File: config.mk
export PLATFORM = sky130hd
export DESIGN_NAME = vcsi_front
export DESIGN_NICKNAME = d
export VERILOG_FILES = /design/src/hw/rtl/vcsi_pkg.sv /design/src/hw/rtl/vcsi_front.sv
export VERILOG_INCLUDE_DIRS = /design/src /design/src/hw/rtl
export SDC_FILE = /design/constraint.sdc
export NUM_CORES = 1
export LEC_CHECK = 0
export BUFFER_PORTS_ARGS = -buffer_cell sky130_fd_sc_hd__clkbuf_2
export CORE_MARGIN = 4
export CORE_UTILIZATION = 46
export CTS_CLUSTER_DIAMETER = 50
export DETAILED_ROUTE_END_ITERATION = 8
export GPL_TIMING_DRIVEN = 0
export HOLD_SLACK_MARGIN = 0.1
export PLACE_DENSITY = 0.79
export SYNTH_ARGS = -nofsm -noshare
export SYNTH_HDL_FRONTEND = slang
export SYNTH_SLANG_ARGS = --single-unit
File: constraint.sdc
create_clock -name clk_i -period 4.78 [get_ports clk_i]
set_clock_uncertainty 0.2 [all_clocks]
set_input_delay 0.956 -clock clk_i [delete_from_list [all_inputs] [get_ports clk_i]]
set_output_delay 0.956 -clock clk_i [all_outputs]
set_load 0.02 [all_outputs]
File: src/hw/rtl/version_chain_scavenge_inventory_unit_macros.svh
// assertion macros shared by the scavenge inventory rtl
// no dependencies
`ifndef VERSION_CHAIN_SCAVENGE_INVENTORY_UNIT_MACROS_SVH
`define VERSION_CHAIN_SCAVENGE_INVENTORY_UNIT_MACROS_SVH
// assert a property under the usual clock and reset
`define VCSI_ASSERT(lbl, prop, msg) \
  lbl: assert property (@(posedge clk_i) disable iff (!rst_ni) (prop)) else $error(msg);
// assert that an event implies a condition in the next cycle
`define VCSI_ASSERT_NEXT(lbl, ante, cons, msg) \
  lbl: assert property (@(posedge clk_i) disable iff (!rst_ni) (ante) |=> (cons)) \
    else $error(msg);
`endif

File: src/hw/rtl/vcsi_pkg.sv
// shared types, constants and helpers for the scavenge inventory unit
// no dependencies
package vcsi_pkg;
  localparam int unsigned AgeGroupCount = 32;
  localparam int unsigned AgeW = $clog2(AgeGroupCount);
  localparam int unsigned MaxChain = 65535;
  localparam logic [15:0] PosLimit = 16'(MaxChain - 1);
  localparam logic [47:0] Max48 = 48'hFFFF_FFFF_FFFF;
  localparam int unsigned InW = 88;
  localparam int unsigned OutW = 136;
  localparam int unsigned QDepth = 2;

  typedef enum logic [1:0] {
    OP_INVENTORY = 2'd0, OP_THRESHOLD = 2'd1, OP_RETIRE = 2'd2, OP_READ = 2'd3
  } op_e;
  typedef enum logic [1:0] {
    CLS_NONE = 2'd0, CLS_PRUNE = 2'd1, CLS_RETIRE = 2'd2
  } cls_e;
  typedef enum logic [1:0] {
    REG_BASE_GEN = 2'd0, REG_SPACE = 2'd1, REG_LOW_MEM = 2'd2
  } reg_e;
  typedef enum logic [1:0] {
    ST_IDLE, ST_HIST, ST_SCAN, ST_OUT
  } st_e;

  // unpacked request passed from front to back
  typedef struct packed {
    op_e         op;
    logic        base;
    logic        last;
    logic        ver;
    logic        cb;
    logic        sole;
    logic        lck;
    logic        prior;
    logic        tref;
    logic [19:0] size;
    logic [47:0] gen;
    logic [5:0]  sel;
  } req_t;

  typedef struct packed {
    logic [47:0] counter_value;
    logic        can_retire;
    logic [47:0] scavenge_generation;
    logic [15:0] oldest_visible_position;
    logic        oldest_visible_valid;
    logic [15:0] chain_position;
    logic [1:0]  record_class;
  } res_t;

  function automatic logic [47:0] sat_add(input logic [47:0] a, input logic [47:0] b);
    logic [48:0] s;
    s = {1'b0, a} + {1'b0, b};
    return s[48] ? Max48 : s[47:0];
  endfunction
endpackage

File: src/hw/rtl/vcsi_front.sv
// front: accepts requests and unpacks them into a two-entry queue
// depends on vcsi_pkg
module vcsi_front (
  input  logic                        clk_i,
  input  logic                        rst_ni,
  input  logic                        s_axis_tvalid,
  output logic                        s_axis_tready,
  input  logic [vcsi_pkg::InW-1:0]    s_axis_tdata,
  output logic                        q_valid_o,
  input  logic                        q_pop_i,
  output vcsi_pkg::req_t              q_req_o
);
  import vcsi_pkg::*;
  req_t       mem_q [QDepth];
  logic       wp_q, rp_q;
  logic [1:0] cnt_q;
  req_t       r;
  logic       push;

  always_comb begin
    r.op    = op_e'(s_axis_tdata[1:0]);
    r.base  = s_axis_tdata[2];
    r.last  = s_axis_tdata[3];
    r.ver   = s_axis_tdata[4];
    r.cb    = s_axis_tdata[5];
    r.sole  = s_axis_tdata[6];
    r.lck   = s_axis_tdata[7];
    r.prior = s_axis_tdata[8];
    r.tref  = s_axis_tdata[9];
    r.size  = s_axis_tdata[29:10];
    r.gen   = s_axis_tdata[77:30];
    r.sel   = s_axis_tdata[83:78];
  end

  assign s_axis_tready = (cnt_q != 2'(QDepth));
  assign push = s_axis_tvalid && s_axis_tready;
  assign q_valid_o = (cnt_q != 2'd0);
  assign q_req_o = mem_q[rp_q];

  always_ff @(posedge clk_i) begin
    if (push) mem_q[wp_q] <= r;
  end

  always_ff @(posedge clk_i or negedge rst_ni) begin
    if (!rst_ni) begin
      wp_q <= 1'b0; rp_q <= 1'b0; cnt_q <= 2'd0;
    end else begin
      if (push) wp_q <= ~wp_q;
      if (q_pop_i) rp_q <= ~rp_q;
      cnt_q <= cnt_q + 2'(push) - 2'(q_pop_i);
    end
  end

  `include "version_chain_scavenge_inventory_unit_macros.svh"
  `VCSI_ASSERT(a_no_overflow, !(push && cnt_q == 2'(QDepth)), "queue overflow")
  `VCSI_ASSERT(a_no_underflow, !(q_pop_i && cnt_q == 2'd0), "queue underflow")
  `VCSI_ASSERT(a_cnt_range, cnt_q <= 2'(QDepth), "queue count out of range")
endmodule

; Yosys cells after proc, flatten, opt, wreduce, memory -nomap -nowiden
; Memory sizes are Yosys's and may differ from the RTL's.
; Cells that the tools add are included.
[classes]
eq_ne = 1
n_bitwise = 2
mux = 2
n_addsub = 2
n_reduce_logical = 2
[ops]
columns = op, count
row1 = $add A2 B1 Y2, 1
row2 = $mux W1, 2
row3 = $ne A2 B2 Y1 const B, 1
row4 = $not A1 Y1, 2
row5 = $reduce_bool A2 Y1, 1
row6 = $sub A2 B1 Y2, 1
row7 = $logic_and A1 B1 Y1, 1
[totals]
ramBits = 168
memories = 1
inputBits = 92
reg_bits = 4
[mem_list]
columns = name, words, word_bits, read_ports, rd_ports_with_merged_regs, write_ports, line_no
row1 = mem_q, 2, 84, 1, 0, 1, vcsi_front.sv:14  ; req_t mem_q [QDepth];

; Longest topological paths before layout
; Gate-level depths: netlist (run 1).
[logic_depth]
ltp_word = 4
depth_mapped = 5
mapped_depth_nobuf = 5

; Worst setup path before layout (run 1)
; OpenSTA, ideal clock, no wires.
[synth_timing]
path_kind = input port to flip-flop
start = input s_axis_tvalid
end = memory mem_q[0][0] (netlist name), enable pin
path_slack_ns = -0.518
arrival_time_ns = 4.570
required_time_ns = 4.053
stages = 2
setup_time_ns = 0.527
path_cell_list = nand2_1 nor2_1
[synth_between]
elab_chain_len = 3
[synth_lines]
columns = element, line_no
row1 = "start, declared", vcsi_front.sv:6  ; input logic s_axis_tvalid,
row2 = $logic_and A1 B1 Y1, vcsi_front.sv:36  ; assign push = s_axis_tvalid && s_axis_tready;
row3 = $mux W1, vcsi_front.sv:41  ; if (push) mem_q[wp_q] <= r;
row4 = $mux W1 (implied by the code), vcsi_front.sv:41
row5 = "end, declared", vcsi_front.sv:14
; No other way between the ends.

==> results.toml, run 1 <==
[routing]
wl_um = 11200
wire_per_inst_um = 16.9
drtIter0Drc = 103
firstDrtPassIters = 4
routed_via_density = 4.86
antenna_left = 0
drc = 0
vias = 3208

[job]
drv_cap = 0

[sta]
final-hold-violation-count = 0
tightest_slew_ps = 828
drv_slew = 0
tns_ps = 0
layout_setup_ws_ps = 1890
setup_viol = 0
rsz0062_at_grt = "no"
fmax_mhz = 346
fin_crit_ps = 2890
max-slew-margin-rel_pct = 44.7
fin_crit_sh_pct = 60.5
whs_ps = 138

[floorplan]
core_area_mm2 = 0.0133
ios = 178
die_h_um = 125
rows = 42
initial_core_util_pct = 47.1
die_w_um = 125
dieArea_mm2 = 0.0156

[yosys]
yosysMostFrequentCell = "edfxtp_1"
synth_top_family_by_area = "multiplexers"
synth_nets = 371
synth_seq_area_share_pct = 82.1
syn_avg_cell_area_um2 = 22.5
async_flop_share_pct = 2.33
synth_xor_area_share_pct = 0.559
synth_mux_area_share_pct = 15.1
synth_edf_count = 168
synth_top_cells_by_count = "edfxtp_1, mux2_1, mux2_2"
ys_types = 18
synthSimpleGateAreaFrac_pct = 0.539
ys_ff_latch = 172
synth_top_area_share_pct = 80.5
synthAdderAreaFrac_pct = 0.200
yosysWarnings = 0
ys.flop_type = "edfxtp_1"
synth_area_mm2 = 0.00627
yosys.area.top_type = "edfxtp_1"
synth-compound-area-share_pct = 0.240
yosys-top-cells-area = "edfxtp_1, mux2_1, mux2_2"
syn_inst = 278

[critical_path]
worst_path_largest_cell_delay_ps = 390
path_class = "reg -> out"
crit_path_top_delay_cell = "dfrtp_1"
crit_fanout = 10
critPathLaunchType = "flip-flop"
arrival_ps = 1740
required_ps = 3620
end_kind = "output port"
path_cells = "buf_4 -> buf_6 -> mux2_1 -> clkbuf_2"

[finish]
nets = 566
drive_gt1_share_pct = 51.9
diodes = 0
area_delta_synth_final_pct = 28.2
final-instance-count-excl-fill = 660
design_area_mm2 = 0.00803

[clock_tree]
cts_setup_buffers = 0
post_cts_resized = 0
cts_buffers = 17
clkTransAtPathRegs_ps = 60
cts_hold_buf = 0
worstSkewPairLatency_ps = 420
cts_max_level = 4
cts_max_path_buffers = 2
root_buffer = "clkbuf_16"
cts_tree = "built"
cts.sink_count = 172

[placement]
dpl_cell_area_mm2 = 0.00743
place_congestion = 0.706
place_inst = 630
dp_hpwl_um = 7650
dp_slack_ps = 1770
io_buffers = 173

[global_routing]
grt_pass1_wl_um = 18000
grt-ovfl-total = 0
grt_pass1_vias = 3542
groute.usage.overall_pct = 14.9
grt_max_degree = 59
antenna_found_initial = 0

[hold_path]
min_path_type = "in -> async"

[power]
power_density_mw_per_mm2 = 644
power_leakage_nw = 3.06
peakVddDrop_uv = 340

[outcome]
status = "finished, final reports clean"
==> critical path: cells and delay by family, from the launching register on <==
kind                   cells  cell delay, ps
DFF                        1             390
buffers and inverters      3             580
muxes                      1             350
==> final cells by class <==
cell class              instances  area, um2
well taps                     176        220
multi-input cells              97       1050
plain buffers                   9       78.8
fillers                       985       5260
clock buffers                  17        425
flip-flops and latches        172       5140
repair buffers                176        933
clock inverters                13        176
==> where the power goes <==
group          switching, W  internal, W
clock network      0.000522     0.000862
registers         0.0000781      0.00206
logic               0.00103     0.000627
==> stage by stage <==
step	total power (W)	util, %
after floorplan	0.00328	-
after global placement	0.00381	55.3
after detailed placement	0.00386	55.9
after CTS	0.00525	60.4
after global routing	0.00545	60.4
final	0.00517	60.4
==> logic make-up after synthesis <==
logic type	after synthesis
compound gates	2
xor+xnor	4
fa+ha+maj	1
buf+inv	9
flops	172
mux	84
simple gates	6
==> metal layers <==
metal / share of wire, % / GRT usage (%) / vias up / wire [um]
met5: 0 / 0 / - / 0
met4: 1.3 / 5.22 / 0 / 147
met3: 7.4 / 5.92 / 12 / 829
met2: 52 / 25.4 / 123 / 5750
met1: 40 / 17.1 / 1577 / 4420
li1: - / - / 1496 / -
==> state kept, by name (all words and copies together), names as in the netlist <==
register,count
cnt_q,2
mem_q,168
rp_q,1
wp_q,1
==> worst paths after layout <==
check	slack, ps	end	cells after the start	startpoint
worst max-delay path	1890	q_req_o[44]	4	rp_q
worst min-delay path	140	cnt_q[0]	1	rst_ni
worst max register to register	2330	mem_q[0][72]	5	cnt_q[1]
worst min register to register	360	cnt_q[0]	1	cnt_q[0]
max in group asynchronous	4110	wp_q	1	rst_ni
min in group clk_i	360	cnt_q[0]	1	cnt_q[0]
==> layout by cell type (no fill, tap or decap), drive strengths merged, types with 3 or more instances in the layout <==
| master | Yosys | final |
|---|---|---|
| buf | 9 | 12 |
| edfxtp | 168 | 168 |
| clkinvlp | 0 | 4 |
| mux2 | 84 | 84 |
| bufinv | 0 | 4 |
| dfrtp | 4 | 4 |
| clkbuf | 0 | 190 |
| xnor2 | 3 | 3 |
| clkinv | 0 | 5 |
Note: power is estimated with default switching activity, not from simulation.
==> run 2: changes to the inputs <==
--- a/config.mk
+++ b/config.mk
@@ -8,12 +8,12 @@
 export LEC_CHECK = 0
 export BUFFER_PORTS_ARGS = -buffer_cell sky130_fd_sc_hd__clkbuf_2
 export CORE_MARGIN = 4
-export CORE_UTILIZATION = 46
+export CORE_UTILIZATION = 51
 export CTS_CLUSTER_DIAMETER = 50
 export DETAILED_ROUTE_END_ITERATION = 8
 export GPL_TIMING_DRIVEN = 0
 export HOLD_SLACK_MARGIN = 0.1
-export PLACE_DENSITY = 0.79
+export PLACE_DENSITY = 0.82
 export SYNTH_ARGS = -nofsm -noshare
 export SYNTH_HDL_FRONTEND = slang
 export SYNTH_SLANG_ARGS = --single-unit
==> constraint.sdc (replaced) <==
create_clock -name clk_i -period 3 [get_ports clk_i]
set_clock_uncertainty 0.2 [all_clocks]
set_input_delay 0.6 -clock clk_i [delete_from_list [all_inputs] [get_ports clk_i]]
set_output_delay 0.6 -clock clk_i [all_outputs]
set_load 0.02 [all_outputs]
==> run 2 against run 1 <==
Sequential power grew 59%. Die area shrank 9.2%. Utilization grew 6.5 points. Total power grew 61%. Design area grew 0.11%. Worst hold slack gained 32 ps. Non-clock buffer count grew 1. Register-to-register slack lost 1600 ps. Via count grew 0.84%. First-iteration DRC count grew 66%. Setup slack lost 1400 ps. Global-route usage grew 1.9 points. Critical path type unchanged. Critical endpoint is now q_req_o[29]. Largest power group unchanged.
==> results.toml, run 2 (synthesized netlist as in run 1, its figures left out) <==
[critical_path]
arrival_ps = 1730
worst_path_largest_cell_delay_ps = 390
ff2ff_path_depth = 4
r2r-start = "cnt_q[0]"
critPathBufInv = 3
reg2reg_slack_ps = 760
path_cells = "buf_4 -> buf_6 -> mux2_1 -> clkbuf_2"
r2r_end = "mem_q[0][64]"
crit_fanout = 10
crit_path_top_delay_cell = "dfrtp_1"
path_class = "reg -> out"
required_ps = 2200
crit_family = "buffers and inverters"
end_kind = "output port"
critPathLaunchType = "flip-flop"

[clock_tree]
post_cts_resized = 0
cts_hold_buf = 1
worstSkewPairLatency_ps = 410
root_buffer = "clkbuf_16"
cts_tree = "built"
cts_max_level = 4
cts_max_path_buffers = 2
cts_buffers = 17
cts_setup_buffers = 0
clkTransAtPathRegs_ps = 60
cts.sink_count = 172

[hold_path]
min_to = "mem_q[1][20]"
worst_hold_path.num_cells = 1
worstHoldStart = "s_axis_tdata[44]"
min_path_type = "in -> reg"

[sta]
max-slew-margin-rel_pct = 45.2
setup_viol = 0
tightest_slew_ps = 820
fmax_mhz = 396
layout_setup_ws_ps = 473
fin_crit_sh_pct = 84.2
rsz0062_at_grt = "no"
drv_slew = 0
final-hold-violation-count = 0
fin_crit_ps = 2530

[routing]
dr_wl_met2_um = 5840
wl_um = 11200
wirelength_met1_um = 4360
drc = 0
antenna_left = 0
top_layer_used = "met5"
vias = 3235
routed_via_density = 5.10
wire_per_inst_um = 17.6
drtIter0Drc = 171
wl_met3_um = 792
firstDrtPassIters = 4

[outcome]
status = "finished, final reports clean"

[finish]
top_regs = "mem_q: 168 flops, cnt_q: 2 flops"
top_register = "mem_q"
final_common_cell = "clkbuf_2"
nets = 567
mostFrequentLayoutCells = "clkbuf_2, edfxtp_1, mux2_1"
area_delta_synth_final_pct = 28.4
drive_gt1_share_pct = 52.0
diodes = 0
post-route-util_pct = 67.0
largest_reg_flops = 168

[floorplan]
core_area_mm2 = 0.0120
initial_core_util_pct = 52.2
rows = 40
ios = 178
die_h_um = 119
dieArea_mm2 = 0.0141
die_w_um = 119

[placement]
dp_slack_ps = 584
place_congestion = 0.669
dp_hpwl_um = 7700
io_buffers = 173

[global_routing]
grt-ovfl-total = 0
grt_max_degree = 46
groute.usage.overall_pct = 16.8
grt_pass1_wl_um = 18000
antenna_found_initial = 1
grt_pass1_vias = 3569

[power]
power_leakage_nw = 3.09
power_density_mw_per_mm2 = 1040
peakVddDrop_uv = 598

[job]
drv_cap = 0
run 2: cell count changes in the layout (fill, tap and decap cells not counted):
cell / before / now
clkbuf_8: 0 / 3
dlygate4sd3_1: 0 / 1
clkinvlp_4: 4 / 2
clkbuf_1: 0 / 2
clkinv_4: 1 / 2
clkinv_1: 2 / 0
run 2: worst max path at each step:
stage | from | endpoint | slack [ps] | depth (start not counted)
after floorplan | cnt_q[0] | mem_q[0][0] | 320 | 3
after global placement | s_axis_tvalid | mem_q[0][24] | -320 | 3
after detailed placement | s_axis_tvalid | mem_q[0][67] | 580 | 4
after CTS | rp_q | q_req_o[63] | 390 | 4
after global routing | rp_q | q_req_o[63] | 360 | 4
final | rp_q | q_req_o[29] | 470 | 4
run 2: metrics by stage:
step                      hold slack, ps  cells  power, W  setup TNS, ps  instance area (um2)
after floorplan                      104    278   0.00521              0                 6270
after global placement               210    598   0.00602         -26690                 7320
after detailed placement             218    601   0.00615              0                 7400
after CTS                            147    634   0.00847              0                 8040
after global routing                 139    634   0.00875              0                 8040
final                                170    634   0.00834              0                 8040
run 2: final cells by class:
type | instances | area [um2]
multi-input cells | 97 | 1050
plain buffers | 9 | 78.8
well taps | 147 | 184
clock inverters | 10 | 163
flip-flops and latches | 172 | 5140
repair buffers | 177 | 943
clock buffers | 22 | 474
fillers | 810 | 3970
run 2: power breakdown:
group	switching, W	total (W)	internal, W
clock	0.000834	0.00229	0.00146
sequential	0.000132	0.00341	0.00328
combinational	0.00163	0.00264	0.00100
total	0.00260	0.00834	0.00574
run 2: per-layer routing:
metal  vias up  GRT usage, %
met5         -             0
met4         2          6.73
met3        17          6.51
met2       123          29.0
met1      1587          18.6
li1       1506             -
==> run 3: changes to the inputs <==
==> constraint.sdc (replaced) <==
create_clock -name clk_i -period 2.39 [get_ports clk_i]
set_clock_uncertainty 0.2 [all_clocks]
set_input_delay 0.478 -clock clk_i [delete_from_list [all_inputs] [get_ports clk_i]]
set_output_delay 0.478 -clock clk_i [all_outputs]
set_load 0.02 [all_outputs]
==> run 3 against run 2 <==
Setup slack got worse by 470 ps. Clock-buffer cell count decreased by 4. Wire length increased by 26%. Sequential power increased by 27%. First-iteration DRC count decreased by 4.7%. Via count increased by 13%. Critical endpoint is now q_req_o[69].
==> results.toml, run 3 (synthesized netlist as in run 1, its figures left out) <==
[sta]
fin_crit_sh_pct = 99.9
rsz0062_at_grt = "yes"
setup_viol = 0
drv_slew = 0
final-hold-violation-count = 0
layout_setup_ws_ps = 3.03
max-slew-margin-rel_pct = 44.2
tightest_slew_ps = 836
fmax_mhz = 419
fin_crit_ps = 2390

[finish]
mostFrequentLayoutCells = "edfxtp_1, clkbuf_2, dlygate4sd3_1"
nets = 656
final-instance-count-excl-fill = 723
area_delta_synth_final_pct = 45.0
post-route-util_pct = 75.6
top_register = "mem_q"
final_common_cell = "edfxtp_1"
drive_gt1_share_pct = 47.7
largest_reg_flops = 168
top_regs = "mem_q: 168 flops, cnt_q: 2 flops"
diodes = 0

[placement]
io_buffers = 173
dp_hpwl_um = 7480
dp_slack_ps = 160
place_congestion = 0.679
place_inst = 601

[routing]
antenna_left = 0
wl_um = 14100
drtIter0Drc = 163
wire_per_inst_um = 19.5
routed_via_density = 5.04
firstDrtPassIters = 4
vias = 3642
drc = 0

[critical_path]
crit_family = "buffers and inverters"
arrival_ps = 1710
path_cells = "buf_12 -> buf_12 -> mux2_1 -> buf_2"
critPathBufInv = 3
required_ps = 1710
crit_path_top_delay_cell = "dfrtp_2"
worst_path_largest_cell_delay_ps = 460
path_common_cell = "buf_12"
critPathLaunchType = "flip-flop"
crit_fanout = 10
end_kind = "output port"
path_class = "reg -> out"

[clock_tree]
root_buffer = "clkbuf_16"
cts.sink_count = 172
worstSkewPairLatency_ps = 420
cts_buffers = 17
cts_max_path_buffers = 2
cts_max_level = 4
clkTransAtPathRegs_ps = 60
cts_tree = "built"

[job]
drv_cap = 0

[global_routing]
grt_pass1_vias = 4043
groute.usage.overall_pct = 19.8
antenna_found_initial = 0
grt_pass1_wl_um = 21300
grt_max_degree = 44
grt-ovfl-total = 0

[power]
power_w = 0.0109
power_leakage_nw = 3.54
power_density_mw_per_mm2 = 1200
peakVddDrop_uv = 812

[floorplan]
dieArea_mm2 = 0.0141
initial_core_util_pct = 52.2
die_h_um = 119
ios = 178
core_area_mm2 = 0.0120
rows = 40
die_w_um = 119

[outcome]
status = "finished, final reports clean"

[hold_path]
min_path_type = "in -> async"
## run 3: final cells by class
class | instances | area, um2
clock buffers | 18 | 429
fillers | 682 | 2930
flip-flops and latches | 172 | 5150
multi-input cells | 97 | 1130
plain buffers | 9 | 138
well taps | 147 | 184
clock inverters | 14 | 105
repair buffers | 266 | 1950
## run 3: worst reg2reg max path, stage by stage (launching register included)
cell,delay [ps]
dfrtp_1,400
nand2b_4,180
nand2_4,80
nor2_4,670
buf_12,300
## run 3: per-stage QoR
| stage | cell area [um2] | TNS (ps) | hold slack, ps |
|---|---|---|---|
| floorplan | 6290 | -8420 | -17.6 |
| global placement | 7340 | -98480 | 87.0 |
| detailed placement | 7400 | 0 | 90.0 |
| CTS | 8810 | -171 | 187 |
| global route | 9080 | -1530 | 207 |
| finish | 9080 | 0 | 202 |
## run 3: path summary, 6_finish.rpt
path	startpoint	endpoint	slack [ps]	depth (start not counted)
hold reg to reg	wp_q	wp_q	380	1
min in group clk_i	s_axis_tvalid	wp_q	230	3
setup / recovery	rp_q	q_req_o[69]	3	4
hold / removal	rst_ni	cnt_q[0]	200	2
setup reg to reg	cnt_q[0]	mem_q[0][59]	230	4
max in group asynchronous	rst_ni	rp_q	1650	2
## run 3: repair_timing
item                                   4_1_cts  5_1_grt
buffers inserted                             1        1
endpoints found under the hold margin      173        0
hold buffers                                86        0
resized for setup                            2      113
cloned                                       0        2
setup endpoints to repair                   50       79
## run 3: metal layers
metal	global-route usage [%]	vias to the layer above	share of wire (%)
met3	6.46	24	5.6
li1	-	1683	-
met4	7.39	0	2.5
met2	36.3	142	55
met5	0	-	0
met1	21.3	1793	36
## run 3: report_power, final
group / leakage, nW / switching (W) / internal, W
clock: 0.254 / 0.00107 / 0.00141
combinational: 1.68 / 0.00225 / 0.00182
sequential: 1.61 / 0.000201 / 0.00412
